File: src/rtl/core/tpls_pkg.sv
package tpls_pkg;

   localparam int COORD_BITS_DEF = 16;
   localparam int NUM_CH         = 3;
   localparam int CH_BITS        = 2;
   localparam int COLOR_BITS     = 8;
   localparam int STR_BITS       = 9;
   localparam int RANGE_BITS     = 16;
   localparam int FALL_BITS      = 17;
   localparam int CS_BITS        = 16;
   localparam int DIV_STEPS      = 17;
   localparam int AMB_SHIFT      = 8;
   localparam int FALL_SHIFT     = 24;
   localparam int STR_ONE        = 256;
   localparam int FALL_ONE       = 65536;
   localparam int COLOR_MAX      = 255;
   localparam int CSR_DATA_BITS  = 9;
   localparam int CSR_INDEX_BITS = 2;

   localparam logic [CH_BITS-1:0] CH_RED   = 2'd0;
   localparam logic [CH_BITS-1:0] CH_GREEN = 2'd1;
   localparam logic [CH_BITS-1:0] CH_BLUE  = 2'd2;

   typedef enum logic [CSR_INDEX_BITS-1:0] {
      CSR_AMB_RED,
      CSR_AMB_GREEN,
      CSR_AMB_BLUE,
      CSR_AMB_STRENGTH
   } csr_index_type;

   typedef struct packed {
      logic signed [15:0]          tile_x;
      logic signed [15:0]          tile_y;
      logic signed [15:0]          light_x;
      logic signed [15:0]          light_y;
      logic [RANGE_BITS-1:0]       light_range;
      logic [STR_BITS-1:0]         light_strength;
      logic [COLOR_BITS-1:0]       light_red;
      logic [COLOR_BITS-1:0]       light_green;
      logic [COLOR_BITS-1:0]       light_blue;
      logic                        light_present;
      logic                        first_of_tile;
      logic                        last_of_tile;
   } req_word_type;

   typedef struct packed {
      logic [COLOR_BITS-1:0] red;
      logic [COLOR_BITS-1:0] green;
      logic [COLOR_BITS-1:0] blue;
   } rsp_word_type;

   typedef enum logic [3:0] {
      ST_IDLE,
      ST_AMB,
      ST_SQX,
      ST_SQY,
      ST_ROOT,
      ST_CHK,
      ST_DIV,
      ST_MCS,
      ST_MFL,
      ST_EMIT
   } state_type;

   typedef struct packed {
      state_type          state;
      logic [CH_BITS-1:0] ch;
      logic               step_first;
      logic               load_rsp;
   } ctl_type;

   typedef struct packed {
      logic first;
      logic present;
      logic last;
      logic in_range;
      logic out_busy;
   } status_type;

endpackage

File: src/rtl/core/tile_point_light_shading.sv
// Steps per item: ambient (each channel with the first flag, red only without), then for a lit
// item the two squares, the root and the range check, and if the light reaches the tile the
// falloff divide and a color-strength and a falloff multiply per channel; then emit. Items are
// taken one at a time: req_stall stays high until the item is done, and longer while a result
// waits on rsp_stall; one shared multiplier, and one subtractor for the root and the 17-step falloff divide.
// Reset: synchronous; ambient color clears to 0, ambient strength to 1.0, accumulator to 0.
module tile_point_light_shading #(
   parameter int COORD_BITS = tpls_pkg::COORD_BITS_DEF
) (
   input  logic                                 clock,
   input  logic                                 reset,
   input  logic                                 req_valid,
   output logic                                 req_stall,
   input  tpls_pkg::req_word_type               req_word,
   output logic                                 rsp_valid,
   input  logic                                 rsp_stall,
   output tpls_pkg::rsp_word_type               rsp_word,
   input  logic                                 csr_wen,
   input  logic [tpls_pkg::CSR_INDEX_BITS-1:0]  csr_index,
   input  logic [tpls_pkg::CSR_DATA_BITS-1:0]   csr_wdata
);

   localparam int MAG_BITS = COORD_BITS + 1;
   localparam int RW       = COORD_BITS + 2;
   localparam int QW       = 2 * RW;
   localparam int REM_BITS = RW + 2;
   localparam int FB       = tpls_pkg::FALL_BITS;
   localparam int MW       = (MAG_BITS > FB) ? MAG_BITS : FB;
   localparam int SW       = (REM_BITS > FB) ? REM_BITS : FB;
   localparam int CW       = (RW > tpls_pkg::RANGE_BITS) ? RW : tpls_pkg::RANGE_BITS;
   localparam int CB       = tpls_pkg::COLOR_BITS;

   tpls_pkg::ctl_type    ctl;
   tpls_pkg::status_type status;

   logic signed [COORD_BITS-1:0] tx, ty, lx, ly;
   logic signed [MAG_BITS-1:0]   dx_s, dy_s;
   logic [MAG_BITS-1:0]          mag_x, mag_y;

   tpls_pkg::req_word_type   item_ff;
   logic [MAG_BITS-1:0]      mag_x_ff, mag_y_ff;
   logic [QW-1:0]            sq_ff, rad_ff;
   logic [REM_BITS-1:0]      rem_ff;
   logic [RW-1:0]            root_ff;
   logic [FB-1:0]            div_rem_ff, q_ff;
   logic [tpls_pkg::CS_BITS-1:0] cs_ff;
   logic [CB-1:0]            acc_ff [tpls_pkg::NUM_CH];
   logic [CB-1:0]            amb_color_ff [tpls_pkg::NUM_CH];
   logic [tpls_pkg::STR_BITS-1:0] amb_str_ff;
   logic                     rsp_valid_ff;
   tpls_pkg::rsp_word_type   rsp_word_ff;

   logic [MW-1:0]   mul_a, mul_b;
   logic [2*MW-1:0] mul_p;
   logic [SW-1:0]   sub_a, sub_b, sub_d;
   logic            sub_ge;

   logic                     accept;
   logic [REM_BITS-1:0]      rem_sh;
   logic [REM_BITS-1:0]      trial;
   logic [FB-1:0]            div_t;
   logic [tpls_pkg::STR_BITS-1:0] limit, strength;
   logic [CB-1:0]            item_color;
   logic [CB:0]              amb_raw;
   logic [CB-1:0]            amb_sat;
   logic [CB:0]              light_term;
   logic [CB+1:0]            acc_sum;
   logic [CB-1:0]            acc_sat;

   generate
      if (COORD_BITS <= 16) begin : g_narrow
         assign tx = req_word.tile_x[COORD_BITS-1:0];
         assign ty = req_word.tile_y[COORD_BITS-1:0];
         assign lx = req_word.light_x[COORD_BITS-1:0];
         assign ly = req_word.light_y[COORD_BITS-1:0];
      end else begin : g_wide
         assign tx = COORD_BITS'(req_word.tile_x);
         assign ty = COORD_BITS'(req_word.tile_y);
         assign lx = COORD_BITS'(req_word.light_x);
         assign ly = COORD_BITS'(req_word.light_y);
      end
   endgenerate

   assign dx_s  = MAG_BITS'(lx) - MAG_BITS'(tx);
   assign dy_s  = MAG_BITS'(ly) - MAG_BITS'(ty);
   assign mag_x = dx_s[MAG_BITS-1] ? MAG_BITS'(-dx_s) : MAG_BITS'(dx_s);
   assign mag_y = dy_s[MAG_BITS-1] ? MAG_BITS'(-dy_s) : MAG_BITS'(dy_s);

   assign accept    = (ctl.state == tpls_pkg::ST_IDLE) && req_valid;
   assign req_stall = (ctl.state != tpls_pkg::ST_IDLE);

   assign status.first    = item_ff.first_of_tile;
   assign status.present  = item_ff.light_present;
   assign status.last     = item_ff.last_of_tile;
   assign status.in_range = CW'(root_ff) < CW'(item_ff.light_range);
   assign status.out_busy = rsp_valid_ff && rsp_stall;

   tpls_ctrl #(
      .ROOT_STEPS(RW)
   ) u_ctrl (
      .clock    (clock),
      .reset    (reset),
      .req_valid(req_valid),
      .status   (status),
      .ctl      (ctl)
   );

   tpls_alu #(
      .MW(MW),
      .SW(SW)
   ) u_alu (
      .mul_a (mul_a),
      .mul_b (mul_b),
      .mul_p (mul_p),
      .sub_a (sub_a),
      .sub_b (sub_b),
      .sub_d (sub_d),
      .sub_ge(sub_ge)
   );

   // one radicand digit pair per root step, one quotient bit per divide step
   assign rem_sh = {rem_ff[RW-1:0], rad_ff[QW-1 -: 2]};
   assign trial  = {root_ff, 2'b01};
   assign div_t  = ctl.step_first ? div_rem_ff : {div_rem_ff[FB-2:0], 1'b0};

   assign limit    = amb_str_ff[tpls_pkg::STR_BITS-1] ? '0 :
                     tpls_pkg::STR_BITS'(tpls_pkg::STR_ONE) - amb_str_ff;
   assign strength = (item_ff.light_strength > limit) ? limit : item_ff.light_strength;

   always_comb begin
      case (ctl.ch)
         tpls_pkg::CH_RED:   item_color = item_ff.light_red;
         tpls_pkg::CH_GREEN: item_color = item_ff.light_green;
         default:            item_color = item_ff.light_blue;
      endcase
   end

   always_comb begin
      mul_a = '0;
      mul_b = '0;
      sub_a = '0;
      sub_b = '0;
      unique case (ctl.state)
         tpls_pkg::ST_AMB: begin
            mul_a = MW'(amb_color_ff[ctl.ch]);
            mul_b = MW'(amb_str_ff);
         end
         tpls_pkg::ST_SQX: begin
            mul_a = MW'(mag_x_ff);
            mul_b = MW'(mag_x_ff);
         end
         tpls_pkg::ST_SQY: begin
            mul_a = MW'(mag_y_ff);
            mul_b = MW'(mag_y_ff);
         end
         tpls_pkg::ST_ROOT: begin
            sub_a = SW'(rem_sh);
            sub_b = SW'(trial);
         end
         tpls_pkg::ST_DIV: begin
            sub_a = SW'(div_t);
            sub_b = SW'(item_ff.light_range);
         end
         tpls_pkg::ST_MCS: begin
            mul_a = MW'(item_color);
            mul_b = MW'(strength);
         end
         tpls_pkg::ST_MFL: begin
            mul_a = MW'(cs_ff);
            mul_b = MW'(q_ff);
         end
         default: begin
         end
      endcase
   end

   assign amb_raw    = mul_p[tpls_pkg::AMB_SHIFT + CB : tpls_pkg::AMB_SHIFT];
   assign amb_sat    = amb_raw[CB] ? CB'(tpls_pkg::COLOR_MAX) : amb_raw[CB-1:0];
   assign light_term = mul_p[tpls_pkg::FALL_SHIFT + CB : tpls_pkg::FALL_SHIFT];
   assign acc_sum    = (CB+2)'(acc_ff[ctl.ch]) + (CB+2)'(light_term);
   assign acc_sat    = (acc_sum > (CB+2)'(tpls_pkg::COLOR_MAX)) ?
                       CB'(tpls_pkg::COLOR_MAX) : acc_sum[CB-1:0];

   always_ff @(posedge clock) begin
      if (accept) begin
         item_ff  <= req_word;
         mag_x_ff <= mag_x;
         mag_y_ff <= mag_y;
      end
      case (ctl.state)
         tpls_pkg::ST_SQX: begin
            sq_ff <= QW'(mul_p);
         end
         tpls_pkg::ST_SQY: begin
            rad_ff  <= sq_ff + QW'(mul_p);
            rem_ff  <= '0;
            root_ff <= '0;
         end
         tpls_pkg::ST_ROOT: begin
            rad_ff <= {rad_ff[QW-3:0], 2'b00};
            if (sub_ge) begin
               rem_ff  <= sub_d[REM_BITS-1:0];
               root_ff <= {root_ff[RW-2:0], 1'b1};
            end else begin
               rem_ff  <= rem_sh;
               root_ff <= {root_ff[RW-2:0], 1'b0};
            end
         end
         tpls_pkg::ST_CHK: begin
            div_rem_ff <= FB'(CW'(item_ff.light_range) - CW'(root_ff));
            q_ff       <= '0;
         end
         tpls_pkg::ST_DIV: begin
            q_ff       <= {q_ff[FB-2:0], sub_ge};
            div_rem_ff <= sub_ge ? sub_d[FB-1:0] : div_t;
         end
         tpls_pkg::ST_MCS: begin
            cs_ff <= mul_p[tpls_pkg::CS_BITS-1:0];
         end
         default: begin
         end
      endcase
      if (ctl.load_rsp) begin
         rsp_word_ff.red   <= acc_ff[tpls_pkg::CH_RED];
         rsp_word_ff.green <= acc_ff[tpls_pkg::CH_GREEN];
         rsp_word_ff.blue  <= acc_ff[tpls_pkg::CH_BLUE];
      end
   end

   always_ff @(posedge clock) begin
      if (reset) begin
         for (int i = 0; i < tpls_pkg::NUM_CH; i++) begin
            acc_ff[i]       <= '0;
            amb_color_ff[i] <= '0;
         end
         amb_str_ff   <= tpls_pkg::STR_BITS'(tpls_pkg::STR_ONE);
         rsp_valid_ff <= 1'b0;
      end else begin
         if (ctl.state == tpls_pkg::ST_AMB && item_ff.first_of_tile) begin
            acc_ff[ctl.ch] <= amb_sat;
         end else if (ctl.state == tpls_pkg::ST_MFL) begin
            acc_ff[ctl.ch] <= acc_sat;
         end
         if (csr_wen) begin
            unique case (csr_index)
               tpls_pkg::CSR_AMB_RED:      amb_color_ff[tpls_pkg::CH_RED] <= csr_wdata[CB-1:0];
               tpls_pkg::CSR_AMB_GREEN:    amb_color_ff[tpls_pkg::CH_GREEN] <= csr_wdata[CB-1:0];
               tpls_pkg::CSR_AMB_BLUE:     amb_color_ff[tpls_pkg::CH_BLUE] <= csr_wdata[CB-1:0];
               tpls_pkg::CSR_AMB_STRENGTH: amb_str_ff <= csr_wdata;
               default: begin
               end
            endcase
         end
         // load wins over drain so a taken word is replaced at once
         if (ctl.load_rsp) begin
            rsp_valid_ff <= 1'b1;
         end else if (rsp_valid_ff && !rsp_stall) begin
            rsp_valid_ff <= 1'b0;
         end
      end
   end

   assign rsp_valid = rsp_valid_ff;
   assign rsp_word  = rsp_word_ff;

   a_no_overwrite: assert property (@(posedge clock) disable iff (reset)
      ctl.load_rsp |-> !(rsp_valid_ff && rsp_stall))
      else $error("result word overwritten while stalled");

   a_busy_after_accept: assert property (@(posedge clock) disable iff (reset)
      (req_valid && !req_stall) |=> req_stall)
      else $error("input taken again without working the word");

   a_fall_bound: assert property (@(posedge clock) disable iff (reset)
      (ctl.state == tpls_pkg::ST_MCS) |-> (q_ff <= FB'(tpls_pkg::FALL_ONE)))
      else $error("falloff above one");

   a_rsp_from_emit: assert property (@(posedge clock) disable iff (reset)
      $rose(rsp_valid_ff) |-> ($past(ctl.state) == tpls_pkg::ST_EMIT))
      else $error("result raised outside emit");

endmodule

File: src/rtl/core/tpls_alu.sv
module tpls_alu #(
   parameter int MW = 17,
   parameter int SW = 17
) (
   input  logic [MW-1:0]   mul_a,
   input  logic [MW-1:0]   mul_b,
   output logic [2*MW-1:0] mul_p,
   input  logic [SW-1:0]   sub_a,
   input  logic [SW-1:0]   sub_b,
   output logic [SW-1:0]   sub_d,
   output logic            sub_ge
);

   logic [SW:0] diff;

   assign mul_p  = (2*MW)'(mul_a) * (2*MW)'(mul_b);
   assign diff   = {1'b0, sub_a} - {1'b0, sub_b};
   assign sub_d  = diff[SW-1:0];
   // no borrow means a >= b
   assign sub_ge = ~diff[SW];

endmodule

File: src/rtl/core/tpls_ctrl.sv
module tpls_ctrl #(
   parameter int ROOT_STEPS = 18
) (
   input  logic                 clock,
   input  logic                 reset,
   input  logic                 req_valid,
   input  tpls_pkg::status_type status,
   output tpls_pkg::ctl_type    ctl
);

   localparam int MAX_STEPS = (ROOT_STEPS > tpls_pkg::DIV_STEPS) ?
                              ROOT_STEPS : tpls_pkg::DIV_STEPS;
   localparam int CNT_BITS  = $clog2(MAX_STEPS);

   tpls_pkg::state_type         state_ff, state_in;
   logic [tpls_pkg::CH_BITS-1:0] ch_ff, ch_in;
   logic [CNT_BITS-1:0]         cnt_ff, cnt_in;
   logic                        load_rsp;
   tpls_pkg::state_type         after_amb;

   always_ff @(posedge clock) begin
      if (reset) begin
         state_ff <= tpls_pkg::ST_IDLE;
         ch_ff    <= tpls_pkg::CH_RED;
         cnt_ff   <= '0;
      end else begin
         state_ff <= state_in;
         ch_ff    <= ch_in;
         cnt_ff   <= cnt_in;
      end
   end

   always_comb begin
      state_in  = state_ff;
      ch_in     = ch_ff;
      cnt_in    = cnt_ff;
      load_rsp  = 1'b0;
      after_amb = status.present ? tpls_pkg::ST_SQX : tpls_pkg::ST_EMIT;
      unique case (state_ff)
         tpls_pkg::ST_IDLE: begin
            ch_in = tpls_pkg::CH_RED;
            if (req_valid) begin
               state_in = tpls_pkg::ST_AMB;
            end
         end
         tpls_pkg::ST_AMB: begin
            if (!status.first || ch_ff == tpls_pkg::CH_BLUE) begin
               state_in = after_amb;
               ch_in    = tpls_pkg::CH_RED;
            end else begin
               ch_in = ch_ff + 1'b1;
            end
         end
         tpls_pkg::ST_SQX: begin
            state_in = tpls_pkg::ST_SQY;
         end
         tpls_pkg::ST_SQY: begin
            state_in = tpls_pkg::ST_ROOT;
            cnt_in   = '0;
         end
         tpls_pkg::ST_ROOT: begin
            if (cnt_ff == CNT_BITS'(ROOT_STEPS - 1)) begin
               state_in = tpls_pkg::ST_CHK;
            end else begin
               cnt_in = cnt_ff + 1'b1;
            end
         end
         tpls_pkg::ST_CHK: begin
            cnt_in   = '0;
            state_in = status.in_range ? tpls_pkg::ST_DIV : tpls_pkg::ST_EMIT;
         end
         tpls_pkg::ST_DIV: begin
            if (cnt_ff == CNT_BITS'(tpls_pkg::DIV_STEPS - 1)) begin
               state_in = tpls_pkg::ST_MCS;
               ch_in    = tpls_pkg::CH_RED;
            end else begin
               cnt_in = cnt_ff + 1'b1;
            end
         end
         tpls_pkg::ST_MCS: begin
            state_in = tpls_pkg::ST_MFL;
         end
         tpls_pkg::ST_MFL: begin
            if (ch_ff == tpls_pkg::CH_BLUE) begin
               state_in = tpls_pkg::ST_EMIT;
            end else begin
               state_in = tpls_pkg::ST_MCS;
               ch_in    = ch_ff + 1'b1;
            end
         end
         tpls_pkg::ST_EMIT: begin
            // a last word holds until the output register is free; others go straight back to idle
            if (!status.last) begin
               state_in = tpls_pkg::ST_IDLE;
            end else if (!status.out_busy) begin
               load_rsp = 1'b1;
               state_in = tpls_pkg::ST_IDLE;
            end
         end
         default: begin
            state_in = tpls_pkg::ST_IDLE;
         end
      endcase
   end

   assign ctl.state      = state_ff;
   assign ctl.ch         = ch_ff;
   assign ctl.step_first = (cnt_ff == '0);
   assign ctl.load_rsp   = load_rsp;

endmodule

File: config.mk
export PLATFORM = sky130hd
export DESIGN_NAME = tile_point_light_shading
export DESIGN_NICKNAME = d
export VERILOG_FILES = /design/src/rtl/core/tpls_pkg.sv /design/src/rtl/core/tile_point_light_shading.sv /design/src/rtl/core/tpls_alu.sv /design/src/rtl/core/tpls_ctrl.sv
export SDC_FILE = /design/constraint.sdc
export NUM_CORES = 1
export LEC_CHECK = 0
export BUFFER_PORTS_ARGS = -buffer_cell sky130_fd_sc_hd__buf_2
export CAP_MARGIN = 10
export CORE_MARGIN = 1
export CORE_UTILIZATION = 40
export CTS_CLUSTER_DIAMETER = 200
export DETAILED_ROUTE_END_ITERATION = 8
export PLACE_DENSITY = 0.62
export SETUP_SLACK_MARGIN = 0.4
export SLEW_MARGIN = 20
export SYNTH_ARGS = -nofsm -noshare
export SYNTH_HDL_FRONTEND = slang
export SYNTH_SLANG_ARGS = --single-unit
File: constraint.sdc
create_clock -name clock -period 31.5 [get_ports clock]
set_input_delay 6.3 -clock clock [delete_from_list [all_inputs] [get_ports clock]]
set_output_delay 6.3 -clock clock [all_outputs]
set_load 0.05 [all_outputs]
Word-level counts from Yosys, hierarchy flattened:

Memories as Yosys holds them, arrays and structs flattened. A register that Yosys moved wholly into a read port is not among the register bits.
Index checks and enable logic that the tools add are counted.

* register bits: 263
* memory bits (writable): 48
* input port bits: 132
* word-level logic and storage cells: 167
* memories kept: 2

Memories
* acc_ff: words 3, width 8, read ports 4, clocked after Yosys merged registers in 4, write ports 3, RTL line tile_point_light_shading.sv:47 `logic [CB-1:0] acc_ff [tpls_pkg::NUM_CH];`
* amb_color_ff: words 3, width 8, read ports 1, clocked after Yosys merged registers in 1, write ports 3, RTL line tile_point_light_shading.sv:48 `logic [CB-1:0] amb_color_ff [tpls_pkg::NUM_CH];`

* add/sub/neg operators: 11
* multipliers: 1
* order comparisons: 3
* equality and inequality tests: 24
* multiplexer cells: 74
* bitwise operators: 5
* reduce and logical (&&, ||, !) cells: 23

Operators with widths (number)
* one-hot mux 17 bit (5 select lines): 2
* one-hot mux 20 bit (2 select lines): 2
* one-hot mux 18 bit (2 select lines): 2
* one-hot mux 36 bit (2 select lines): 1
* one-hot mux 17 bit (2 select lines): 2
* 2-to-1 mux 8 bit: 7
* one-hot mux 4 bit (10 select lines): 1
* 2-to-1 mux 4 bit: 9
* adder 34 x 34 -> 35 bit: 1
* multiplier 17 x 17 -> 34 bit: 1
* 2-to-1 mux 17 bit: 2
* negation 17 bit: 2
* subtractor 16 x 16 -> 17 bit: 2
* 2-to-1 mux 16 bit: 2
* 2-to-1 mux 1 bit: 28
* subtractor 20 x 20 -> 21 bit: 1
* less-than comparator 18 x 16 -> 1 bit: 1
* 2-to-1 mux 18 bit: 1
* 2-to-1 mux 9 bit: 2
* subtractor 16 x 17 -> 17 bit: 1
* equality test 4 x 3 -> 1 bit, second input constant: 4
* 2-to-1 mux 2 bit: 8
* one-hot mux 8 bit (2 select lines): 1
* one-hot mux 5 bit (3 select lines): 1
* other kinds (33): 57

Depth between registers and ports, before layout:

Gate-level depths: netlist of the first run.

* depth in word-level cells: 11
* mapped depth: 50
* depth with buffers taken out: 47

By module:

From an unflattened synthesis of the first run, not the netlist that was laid out.

* cells, all modules: 3137
* area total of the unflattened synthesis: 30598.1 um^2

By module, submodules not included
* tile_point_light_shading: instances 1, cells each 1751, area an instance 18980.7 um^2, seq. area each 9869.5 um^2
* tpls_alu: instances 1, cells each 1282, area an instance 10742.8 um^2, seq. area each 0.0 um^2
* tpls_ctrl: instances 1, cells each 104, area an instance 874.6 um^2, seq. area each 220.2 um^2

Worst setup path after synthesis of the first run:

Ideal clock, no wire load.

* path kind: register to register
* start: register amb_str_ff[0] in the netlist's numbering
* end: register rad_ff[30] (data pin)
* data arrival time: 10.559 ns
* data required time: 31.230 ns
* setup slack: 20.671 ns
* stages on the path, launching flop included: 47
* path buffers: 1
* clock period less this slack: 10.829 ns
* cells stage by stage: dfxtp_1 -> inv_1 -> ha_1 -> nand2b_1 -> ha_1 -> nor2b_1 -> o21a_1 -> o21a_1 -> o21a_1 -> o21a_1 -> o21a_1 -> o21a_1 -> o21a_1 -> o21a_1 -> clkbuf_1 -> o211ai_1 -> nand2_1 -> fa_1 -> [11 not listed] -> o21ai_1 -> a22o_1 -> o21a_1 -> nand2_1 -> a21o_1 -> a21o_1 -> a41o_2 -> a21oi_1 -> xnor2_1 -> ha_1 -> a211o_1 -> a2111oi_0 -> o31ai_1 -> maj3_1 -> a221oi_1 -> o21bai_1 -> xnor2_1 -> a21oi_1

* cells in the longest elaborated chain, start to end: 8

RTL lines
* from (decl): RTL line tile_point_light_shading.sv:49 `logic [tpls_pkg::STR_BITS-1:0] amb_str_ff;`
* from (signal assigned): RTL line tile_point_light_shading.sv:236 `amb_str_ff <= tpls_pkg::STR_BITS'(tpls_pkg::STR_ONE);`
* from (signal assigned): RTL line tile_point_light_shading.sv:249 `tpls_pkg::CSR_AMB_STRENGTH: amb_str_ff <= csr_wdata;`
* subtractor 9 bit: RTL line tile_point_light_shading.sv:127 `tpls_pkg::STR_BITS'(tpls_pkg::STR_ONE) - amb_str_ff;`
* 2-to-1 mux 9 bit: RTL line tile_point_light_shading.sv:126 `assign limit = amb_str_ff[tpls_pkg::STR_BITS-1] ? '0 :`
* greater-than comparator 9 bit: RTL line tile_point_light_shading.sv:128 `assign strength = (item_ff.light_strength > limit) ? limit : item_ff.light_strength;`
* 2-to-1 mux 9 bit: RTL line tile_point_light_shading.sv:128
* one-hot mux 17 bit (5 select lines) (*): RTL line tile_point_light_shading.sv:143 `unique case (ctl.state)`
* multiplier 17 x 17 -> 34 bit (*): RTL line tpls_alu.sv:16 `assign mul_p = (2*MW)'(mul_a) * (2*MW)'(mul_b);`
* net mul_p[23]: RTL line tile_point_light_shading.sv:54 `logic [2*MW-1:0] mul_p;`
* adder 34 x 34 -> 35 bit (*): RTL line tile_point_light_shading.sv:195 `rad_ff <= sq_ff + QW'(mul_p);`
* one-hot mux 36 bit (2 select lines) (*): RTL line tile_point_light_shading.sv:190 `case (ctl.state)`
* to (signal assigned): RTL line tile_point_light_shading.sv:195
* to (signal assigned): RTL line tile_point_light_shading.sv:200 `rad_ff <= {rad_ff[QW-3:0], 2'b00};`
* to (decl): RTL line tile_point_light_shading.sv:42 `logic [QW-1:0] sq_ff, rad_ff;`

The timed path passes the listed nets; every way through them passes the cells marked *.
A chain may end at the register's enable or synchronous reset.

Worst setup path after layout of the first run:

Ends and elaborated chain as after synthesis.

==> results of run 1 <==
[worst min path at each step]
stage / start / to / slack (ns) / cells past startpoint
3_3_place_gp: acc_ff[0][5] / rsp_word[21] / 0.43 / 0
2_1_floorplan: acc_ff[1][3] / rsp_word[11] / 0.42 / 0
5_1_grt: acc_ff[1][5] / rsp_word[13] / 0.45 / 0
4_1_cts: acc_ff[1][5] / rsp_word[13] / 0.45 / 0
6_report: acc_ff[1][5] / rsp_word[13] / 0.44 / 0
3_5_place_dp: acc_ff[1][5] / rsp_word[13] / 0.43 / 0
[state kept, by name (all words and copies together) (netlist names), 18 cells and up, named ones only]
| signal | flops |
|---|---|
| amb_color_ff | 24 |
| root_ff | 18 |
| acc_ff | 32 |
| sq_ff | 34 |
| rsp_word | 24 |
| rem_ff | 18 |
| rad_ff | 36 |
| item_ff | 52 |
[stage by stage]
| stage | hold WS (ns) | worst slack (ns) | total power [mW] | cells |
|---|---|---|---|---|
| floorplan | 0.417 | 20.67 | 1.39 | 3157 |
| global placement | 0.429 | 19.72 | 1.65 | 4213 |
| detailed placement | 0.431 | 19.56 | 1.66 | 4213 |
| CTS | 0.445 | 19.52 | 2.16 | 4284 |
| global route | 0.450 | 18.56 | 2.31 | 4284 |
| finish | 0.444 | 19.43 | 2.15 | 4285 |
[cell families (layout without fill, tap and decap cells)]
| kind of cell | count (synthesis) | in the layout | share of synthesized area, % |
|---|---|---|---|
| simple gates | 1016 | 1016 | 15.2 |
| flops | 345 | 345 | 33.5 |
| xor+xnor | 145 | 145 | 4.25 |
| buf+inv | 535 | 693 | 6.79 |
| compound gates | 591 | 591 | 12.8 |
| mux | 43 | 43 | 1.82 |
| other cells | 0 | 1 | 0 |
| fa+ha+maj | 482 | 482 | 25.6 |
[routing by layer]
metal  routed length, um  track usage (%)  vias up  part of all wire (%)
li1                    -                -    10968                     -
met3                4490             3.12      113                   5.9
met5                  20                0        -                 0.026
met4                2050             5.98        4                   2.7
met2               35400             32.8      607                    46
met1               34700             27.1    10773                    45
[area by class of cell]
type / instances / area, um^2 / share of cell area (%)
timing repair buffer: 184 / 988 / 2.95
inverter: 438 / 1640 / 4.91
clock inverter: 29 / 378 / 1.13
antenna: 1 / 2.50 / 0.00748
multi-input combinational: 2277 / 18100 / 54.1
tap: 969 / 1210 / 3.62
sequential: 345 / 10100 / 30.3
clock buffer: 42 / 1010 / 3.01
[cells in the final DEF, fill, tap and decap left out, types with 23 or more instances in the layout]
master / n
mux2i_1: 31
nand2_1: 361
buf_4: 27
o21ai_0: 112
o211ai_1: 24
clkbuf_16: 40
nor2_1: 323
nor3_1: 48
fa_1: 229
o21a_1: 34
nand3_1: 47
xor2_1: 46
a21o_1: 34
nand2b_1: 44
inv_1: 435
edfxtp_1: 322
xnor2_1: 98
dfxtp_1: 23
buf_2: 157
a21oi_1: 176
and2_1: 62
ha_1: 250
[power groups by stage]
stage | Clock, mW | Sequential, mW | Combinational [mW]
floorplan | 0 | 0.649 | 0.739
global placement | 0 | 0.656 | 0.996
finish | 0.494 | 0.648 | 1.01
CTS | 0.505 | 0.648 | 1.01
global route | 0.521 | 0.654 | 1.13
detailed placement | 0 | 0.658 | 1.00
==> results_dict.tcl, run 1 <==
set metrics [dict create \
    vdd_drop_max_v 0.0000575 \
    synth_nets 3768 \
    clkLatencyLatePin_ns 0.56 \
    start_util_pct 40.5 \
    worstReg2RegStart "amb_str_ff[0]" \
    p_clk_share_pct 23.0 \
    drt_pass1_iterations 5 \
    setup_violations 0 \
    synth.most_common_cell "inv_1" \
    max_slew_margin_pct 21.5 \
    fin_crit_ns 12.07 \
    critPathBufInv 6 \
    num_rows 100 \
    rsz0062_at_grt "no" \
    synth_top_area_cell "edfxtp_1" \
    die_y_um 277 \
    cp-endpoint "rad_ff[30]" \
    final_util_pct 44.9 \
    cts-resized-gates 0 \
    cpPeakStageDelay_ns 0.61 \
    fin_area_mm2 0.0335 \
    synth.area.top_cells "edfxtp_1 32%, fa_1 15%, ha_1 10%, inv_1 5.4%, nand2_1 4.5%" \
    syn-cell-area_mm2 0.0302 \
    grt_pass1_wl_mm 121 \
    r2r_end "rad_ff[30]" \
    p_seq_share_pct 30.1 \
    ys.flop_type "edfxtp_1" \
    drt_iter0_markers 1482 \
    cts_root_buffer "clkbuf_16" \
    overflow 0 \
    synth.distinct_cells 96 \
    status "completed" \
    synth_area_per_cell_um2 9.57 \
    die_area_mm2 0.0766 \
    pin_count 158 \
    cp_slowest_cell "o211ai_1" \
    power_frac_comb_pct 47.0 \
    p_int_mw 1.26 \
    fin_tns_setup_ns 0 \
    n_fill_cell 7144 \
    portBuffers 157 \
    p_switching_mw 0.893 \
    postCtsSetupRepairBufs 0 \
    cp.depth 45 \
    fp.coreArea_mm2 0.0746 \
    antenna_found_initial 4 \
    path_class "reg -> reg" \
    cts_tree "done" \
    clock-sinks 345 \
    ys_seq_elements 345 \
    gp_congestion 0.940 \
    htreeDepth 2 \
    crit_family "compound AO/OA/AOI/OAI gates" \
    critPathLaunch "amb_str_ff[0]" \
    drive_above_1_share_pct 9.41 \
    synth-edff-count 322 \
    worst-r2r-cell-count 45 \
    fin_crit_sh_pct 38.3 \
    drv_slew 0 \
    power.leakage_nw 14.4 \
    wire_per_inst_um 17.9 \
    ys_seq_area_share_pct 33.5 \
    crit_required_ns 31.77 \
    cellPowerDensity_mw_per_mm2 64.4 \
    hp-class "reg -> reg" \
    synth_top_cell_area_share_pct 32.0 \
    fin_nets 3896 \
    worst-endpoint-arrival_ns 12.34 \
    skew_ns 0.0334 \
    fmax_ghz 0.0829 \
    critPathCaptureType "flip-flop" \
    worstMarginPinSlew_ns 1.18 \
    post-dp-hpwl_mm 60.5 \
    hold_viol 0 \
    drc 0 \
    placed_area_mm2 0.0321 \
    dr_total_vias 22465 \
    ys_async_sr_fraction_pct 0 \
    cp-start-kind "flip-flop" \
    grt_pass1_vias 22282 \
    sw_frac_of_total_pct 41.5 \
    drv_cap 0 \
    clockBufferDepth 3 \
    routed_via_density 5.24 \
    cts_hold_buf 0 \
    finalWirelength_mm 76.6 \
    ant_nets 0 \
    cpMostUsedCell "o21a_1" \
    clk_pin_slew_ns 0.06 \
    synth_warnings 0 \
    syn_inst 3157 \
    synthTopCellsByCount "435 x inv_1, 361 x nand2_1, 325 x nor2_1, 322 x edfxtp_1, 250 x ha_1" \
    setup.reg_to_reg.worst_slack_ns 19.43 \
    cp_max_fo 19 \
    grt_max_degree 73 \
    gr-usage-all-layers_pct 20.0 \
    cts_made_buffers 39 \
    syn_to_final_growth_pct 10.7 \
    die_w_um 277 \
]
Note: power is estimated with default switching activity, not from simulation.
==> run 2, diff against run 1 <==
==> constraint.sdc (replaced) <==
create_clock -name clock -period 12.5 [get_ports clock]
set_input_delay 2.5 -clock clock [delete_from_list [all_inputs] [get_ports clock]]
set_output_delay 2.5 -clock clock [all_outputs]
set_load 0.05 [all_outputs]
==> run 2 against run 1 <==
- global-route usage increased by 0.052 points
- critical path depth unchanged
- die area unchanged
- register-to-register slack got worse by 18 ns
- non-clock buffer count increased by 10
- clock power increased by 140%
==> results_dict.tcl, run 2 (synthesis gave the netlist of run 1 again) <==
set metrics [dict create \
    cts_hold_buf 0 \
    clock-sinks 345 \
    fin_crit_ns 11.47 \
    hp-class "reg -> reg" \
    p_seq_share_pct 30.5 \
    cts_root_buffer "clkbuf_16" \
    dr_total_vias 22566 \
    cellPowerDensity_mw_per_mm2 161 \
    setup_violations 0 \
    grt_max_degree 73 \
    drive_above_1_share_pct 9.60 \
    htreeDepth 2 \
    holdPathStages 0 \
    drt_pass1_iterations 5 \
    die_area_mm2 0.0766 \
    power.leakage_nw 14.4 \
    status "completed" \
    drv_slew 0 \
    placed_area_mm2 0.0321 \
    setup_ws_ns 1.03 \
    crit_family "compound AO/OA/AOI/OAI gates" \
    power_frac_comb_pct 47.6 \
    drt_iter0_markers 1535 \
    grt_pass1_wl_mm 122 \
    path_class "reg -> reg" \
    final_util_pct 44.8 \
    critPathCaptureType "flip-flop" \
    dpl.cell_count 4223 \
    cp-start-kind "flip-flop" \
    postCtsSetupRepairBufs 0 \
    die_w_um 277 \
    p_int_mw 3.13 \
    cp_max_fo 18 \
    cp_slowest_cell "fa_1" \
    hold_viol 0 \
    reg_top3 "item_ff x52, rad_ff x36, sq_ff x34" \
    ant_nets 0 \
    fin_crit_sh_pct 91.7 \
    fin_nets 3906 \
    clk_pin_slew_ns 0.06 \
    skew_ns 0.0375 \
    layout_commonest_cell "inv_1" \
    clockBufferDepth 3 \
    sw_frac_of_total_pct 41.7 \
    num_rows 100 \
    grt_pass1_vias 22379 \
    portBuffers 157 \
    worst-endpoint-arrival_ns 11.75 \
    p_switching_mw 2.24 \
    critPathBufInv 6 \
    crit_required_ns 12.78 \
    cpPeakStageDelay_ns 0.52 \
    post-dp-hpwl_mm 61.2 \
    fmax_ghz 0.0872 \
    rsz0062_at_grt "no" \
    cts_made_buffers 39 \
    cpMostUsedCell "o21a_1" \
    post-place-ws_ns 1.01 \
    setup.reg_to_reg.worst_slack_ns 1.03 \
    fp.coreArea_mm2 0.0746 \
    gp_congestion 0.972 \
    die_y_um 277 \
    clkLatencyLatePin_ns 0.56 \
    antenna_found_initial 2 \
    routed_via_density 5.26 \
    gr-usage-all-layers_pct 20.0 \
    fin_cells 4292 \
    max_slew_margin_pct 29.1 \
    largest_register_ffs 52 \
    fin_tns_setup_ns 0 \
    start_util_pct 40.5 \
    p_clk_share_pct 21.9 \
    pin_count 158 \
    finalWirelength_mm 77.0 \
    final_cell_mix "435 x inv_1, 361 x nand2_1, 323 x nor2_1" \
    r2r_end "rad_ff[30]" \
    worst-r2r-cell-count 45 \
    worstReg2RegStart "amb_str_ff[0]" \
    drc 0 \
    hold-path-endpoint "rsp_word[21]" \
    wire_per_inst_um 17.9 \
    antenna_cells 0 \
    cts_tree "done" \
    worstMarginPinSlew_ns 1.06 \
    drv_cap 0 \
    hold_start "acc_ff[0][5]" \
    overflow 0 \
    regMostFlops "item_ff" \
    syn_to_final_growth_pct 10.7 \
    fin_area_mm2 0.0334 \
    vdd_drop_max_v 0.000184 \
]
-- run 2: changes by cell type in the layout (fill, tap and decap cells not counted), sizes merged --
cell | previous run | this run
clkinvlp | 4 | 1
buf | 184 | 194
bufinv | 8 | 5
clkbuf | 42 | 48
clkinv | 18 | 16
diode | 1 | 0
-- run 2: what timing repair did --
item,CTS,global route
endpoints found under the setup margin,0,3
hold endpoints to repair,0,0
resized for setup,0,1
-- run 2: layer usage --
metal | share of wire (%) | global-route usage, %
met2 | 45 | 32.6
met4 | 3.7 | 7.26
met3 | 5.4 | 2.46
met5 | 0.012 | 0
met1 | 46 | 27.3
-- run 2: per-stage QoR --
stage / hold WS, ns / total power [mW]
after global routing: 0.465 / 5.73
after floorplan: 0.417 / 3.50
after global placement: 0.430 / 4.18
after CTS: 0.449 / 5.39
after detailed placement: 0.437 / 4.19
final: 0.447 / 5.37
-- run 2: worst max-delay path by stage --
stage	depth (start not counted)	slack, ns	end	startpoint
global route	45	0.45	rad_ff[30]	amb_str_ff[0]
detailed placement	45	1.01	rad_ff[30]	amb_str_ff[0]
floorplan	46	1.67	rad_ff[30]	amb_str_ff[0]
CTS	45	0.97	rad_ff[30]	amb_str_ff[0]
finish	45	1.03	rad_ff[30]	amb_str_ff[0]
global placement	43	1.12	acc_ff[1][7]	amb_str_ff[0]
-- run 2: area by class of cell --
class	instances	area (um^2)
fill	7186	41100
clock inverter	21	264
tap	969	1210
clock buffer	48	1030
sequential	345	10100
inverter	438	1640
multi-input combinational	2277	18100
timing repair buffer	194	1060
-- run 2: worst reg2reg max path, delay by kind of cell, from the launching register on --
family / cells / cell delay [ns]
compound gates: 20 / 4.60
fa+ha+maj: 11 / 4.55
simple gates: 6 / 0.81
buf+inv: 6 / 0.51
flops: 1 / 0.36
xor+xnor: 2 / 0.33
-- run 2: power by group through the flow --
stage | Clock [mW] | Combinational, mW | Sequential (mW)
6_report | 1.18 | 2.56 | 1.64
3_3_place_gp | 0 | 2.52 | 1.66
5_1_grt | 1.24 | 2.84 | 1.65
4_1_cts | 1.20 | 2.55 | 1.64
2_1_floorplan | 0 | 1.86 | 1.64
3_5_place_dp | 0 | 2.53 | 1.66
==> run 3, diff against run 2 <==
--- a/config.mk
+++ b/config.mk
@@ -5,6 +5,7 @@
 export SDC_FILE = /design/constraint.sdc
 export NUM_CORES = 1
 export LEC_CHECK = 0
+export ABC_AREA = 1
 export BUFFER_PORTS_ARGS = -buffer_cell sky130_fd_sc_hd__buf_2
 export CAP_MARGIN = 10
 export CORE_MARGIN = 1
==> run 3 against run 2 <==
- combinational power increased by 10%
- critical path depth rose by 5
- critical endpoint is now acc_ff[1][1]
- cell count increased by 11%
- sequential cell count is the same
- register-to-register slack better by 0.82 ns
- clock power grew 5%
- power increased by 6.1%
- global-route usage up 0.68 points
- via count up 6.1%
- routed wire length increased by 2.4%
- first-iteration DRC count fell by 6.2%
==> results_dict.tcl, run 3 <==
set metrics [dict create \
    status "completed" \
    worst-endpoint-arrival_ns 10.94 \
    drv_cap 0 \
    routed_via_density 5.04 \
    cts-resized-gates 0 \
    sw_frac_of_total_pct 44.2 \
    max_slew_margin_pct 30.1 \
    fin_nets 4362 \
    synth.distinct_cells 54 \
    finalWirelength_mm 78.8 \
    synth_top_area_cell "edfxtp_1" \
    clkLatencyLatePin_ns 0.57 \
    gr-usage-all-layers_pct 20.7 \
    synthTopCellsByCount "749 x nand2_1, 705 x inv_1, 357 x nor2_1, 322 x edfxtp_1, 250 x ha_1" \
    critPathLaunch "amb_str_ff[0]" \
    cp-start-kind "flip-flop" \
    syn_to_final_growth_pct 11.0 \
    r2r_end "acc_ff[1][1]" \
    regMostFlops "item_ff" \
    antenna_cells 0 \
    critPathBufInv 10 \
    cts_root_buffer "clkbuf_16" \
    gp_congestion 0.919 \
    p_int_mw 3.18 \
    synth.area.top_cells "edfxtp_1 32%, fa_1 15%, ha_1 10%, nand2_1 9.2%, inv_1 8.7%" \
    crit_family "adder cells" \
    antenna_found_initial 3 \
    cts_tree "done" \
    drt_pass1_iterations 5 \
    crit_required_ns 12.79 \
    overflow 0 \
    synth_area_per_cell_um2 8.45 \
    synth.most_common_cell "nand2_1" \
    setup.reg_to_reg.worst_slack_ns 1.86 \
    synth_top_cell_area_share_pct 31.8 \
    pin_count 158 \
    fin_cells 4751 \
    start_util_pct 40.6 \
    post-place-ws_ns 1.94 \
    clk_pin_slew_ns 0.06 \
    grt_pass1_wl_mm 128 \
    power.leakage_nw 16.1 \
    cp.depth 50 \
    worst-r2r-cell-count 50 \
    cp-endpoint "acc_ff[1][1]" \
    syn-cell-area_mm2 0.0304 \
    final_cell_mix "746 x nand2_1, 705 x inv_1, 355 x nor2_1" \
    cp_max_fo 16 \
    cpMostUsedCell "inv_1" \
    worstMarginPinSlew_ns 1.04 \
    p_clk_share_pct 21.7 \
    syn_inst 3597 \
    fin_crit_ns 10.64 \
    clockBufferDepth 3 \
    post-dp-hpwl_mm 62.5 \
    grt_max_degree 71 \
    drv_slew 0 \
    vdd_drop_max_v 0.000174 \
    fin_tns_setup_ns 0 \
    hold_viol 0 \
    fin_crit_sh_pct 85.2 \
    ys_seq_area_share_pct 33.3 \
    cellPowerDensity_mw_per_mm2 169 \
    reg_top3 "item_ff x52, rad_ff x36, sq_ff x34" \
    ant_nets 0 \
    cts_hold_buf 0 \
    p_seq_share_pct 28.9 \
    largest_register_ffs 52 \
    path_class "reg -> reg" \
    portBuffers 157 \
    synth-edff-count 322 \
    rsz0062_at_grt "no" \
    htreeDepth 2 \
    setup_violations 0 \
    dpl.cell_count 4678 \
    drt_iter0_markers 1440 \
    dr_total_vias 23951 \
    p_switching_mw 2.52 \
    grt_pass1_vias 24054 \
    num_rows 100 \
    ys_async_sr_fraction_pct 0 \
    clock-sinks 345 \
    cts_made_buffers 40 \
    synth_nets 4208 \
    final_util_pct 45.1 \
    fp.coreArea_mm2 0.0748 \
    worstReg2RegStart "amb_str_ff[0]" \
    drive_above_1_share_pct 8.65 \
    die_y_um 278 \
    wire_per_inst_um 16.6 \
    hp-class "reg -> reg" \
    fin_area_mm2 0.0338 \
    cp_slowest_cell "fa_1" \
    hold_ws_ns 0.447 \
    ys.flop_type "edfxtp_1" \
    n_fill_cell 7362 \
    ys_seq_elements 345 \
    layout_commonest_cell "nand2_1" \
    fmax_ghz 0.0940 \
    placed_area_mm2 0.0324 \
    setup_ws_ns 1.86 \
    die_area_mm2 0.0771 \
    postCtsSetupRepairBufs 0 \
    skew_ns 0.0334 \
    power_frac_comb_pct 49.4 \
    total_power_mw 5.70 \
    die_w_um 278 \
    cpPeakStageDelay_ns 0.54 \
    synth_warnings 0 \
    critPathCaptureType "flip-flop" \
    drc 0 \
]
-- run 3: cell types whose count changed in the layout (fill, tap and decap cells not counted), sizes merged, moves of 17 or more --
cell    before  now
a21o        36    8
a22oi       18    1
and2        64    1
inv        437  709
mux2i       32    1
nand2      364  777
nand2b      44    0
nand3       48  120
nor2       325  362
o21a        35    7
o22ai       11   34
or3         18    0
xnor2       98   46
xor2        46   64
-- run 3: cell families (layout without fill, tap and decap cells) --
group                      after synthesis  after routing  share of synthesized area [%]
and+or+nand+nor                       1361           1361                           18.5
buffers and inverters                  792            977                           9.82
AOI/OAI and AO/OA                      509            509                           9.79
adders and majority gates              479            479                           25.4
DFF                                    345            345                           33.3
xor gates and xnor gates               110            110                           3.17
muxes                                    1              1                         0.0329
-- run 3: worst min path at each step --
stage / from / endpoint / slack [ns] / cells after the start
after floorplan: acc_ff[0][3] / rsp_word[19] / 0.42 / 0
after global placement: acc_ff[0][5] / rsp_word[21] / 0.43 / 0
after detailed placement: acc_ff[0][5] / rsp_word[21] / 0.43 / 0
after CTS: acc_ff[0][5] / rsp_word[21] / 0.45 / 0
after global routing: acc_ff[2][0] / rsp_word[0] / 0.46 / 0
final: acc_ff[0][5] / rsp_word[21] / 0.45 / 0
-- run 3: layer usage --
layer	global-route usage, %	vias to the layer above	share of wire (%)
li1	-	11886	-
met1	27.5	11348	45
met2	35.5	605	48
met3	2.54	108	5.0
met5	0	-	0.032
met4	5.34	4	2.4
-- run 3: layout make-up --
type,instances,area (um^2),area share [%]
clock inverters,23,272,0.804
flip-flops and latches,345,10100,30.0
inverters,717,2690,7.97
multi-input cells,2460,17300,51.3
repair buffers,187,1010,3.00
well taps,969,1210,3.59
clock buffers,50,1120,3.32
-- run 3: power by group through the flow --
stage	Sequential (mW)	Clock [mW]	Combinational, mW
floorplan	1.66	0	2.02
global placement	1.67	0	2.77
detailed placement	1.67	0	2.80
CTS	1.65	1.26	2.81
global route	1.66	1.31	3.16
finish	1.64	1.24	2.82
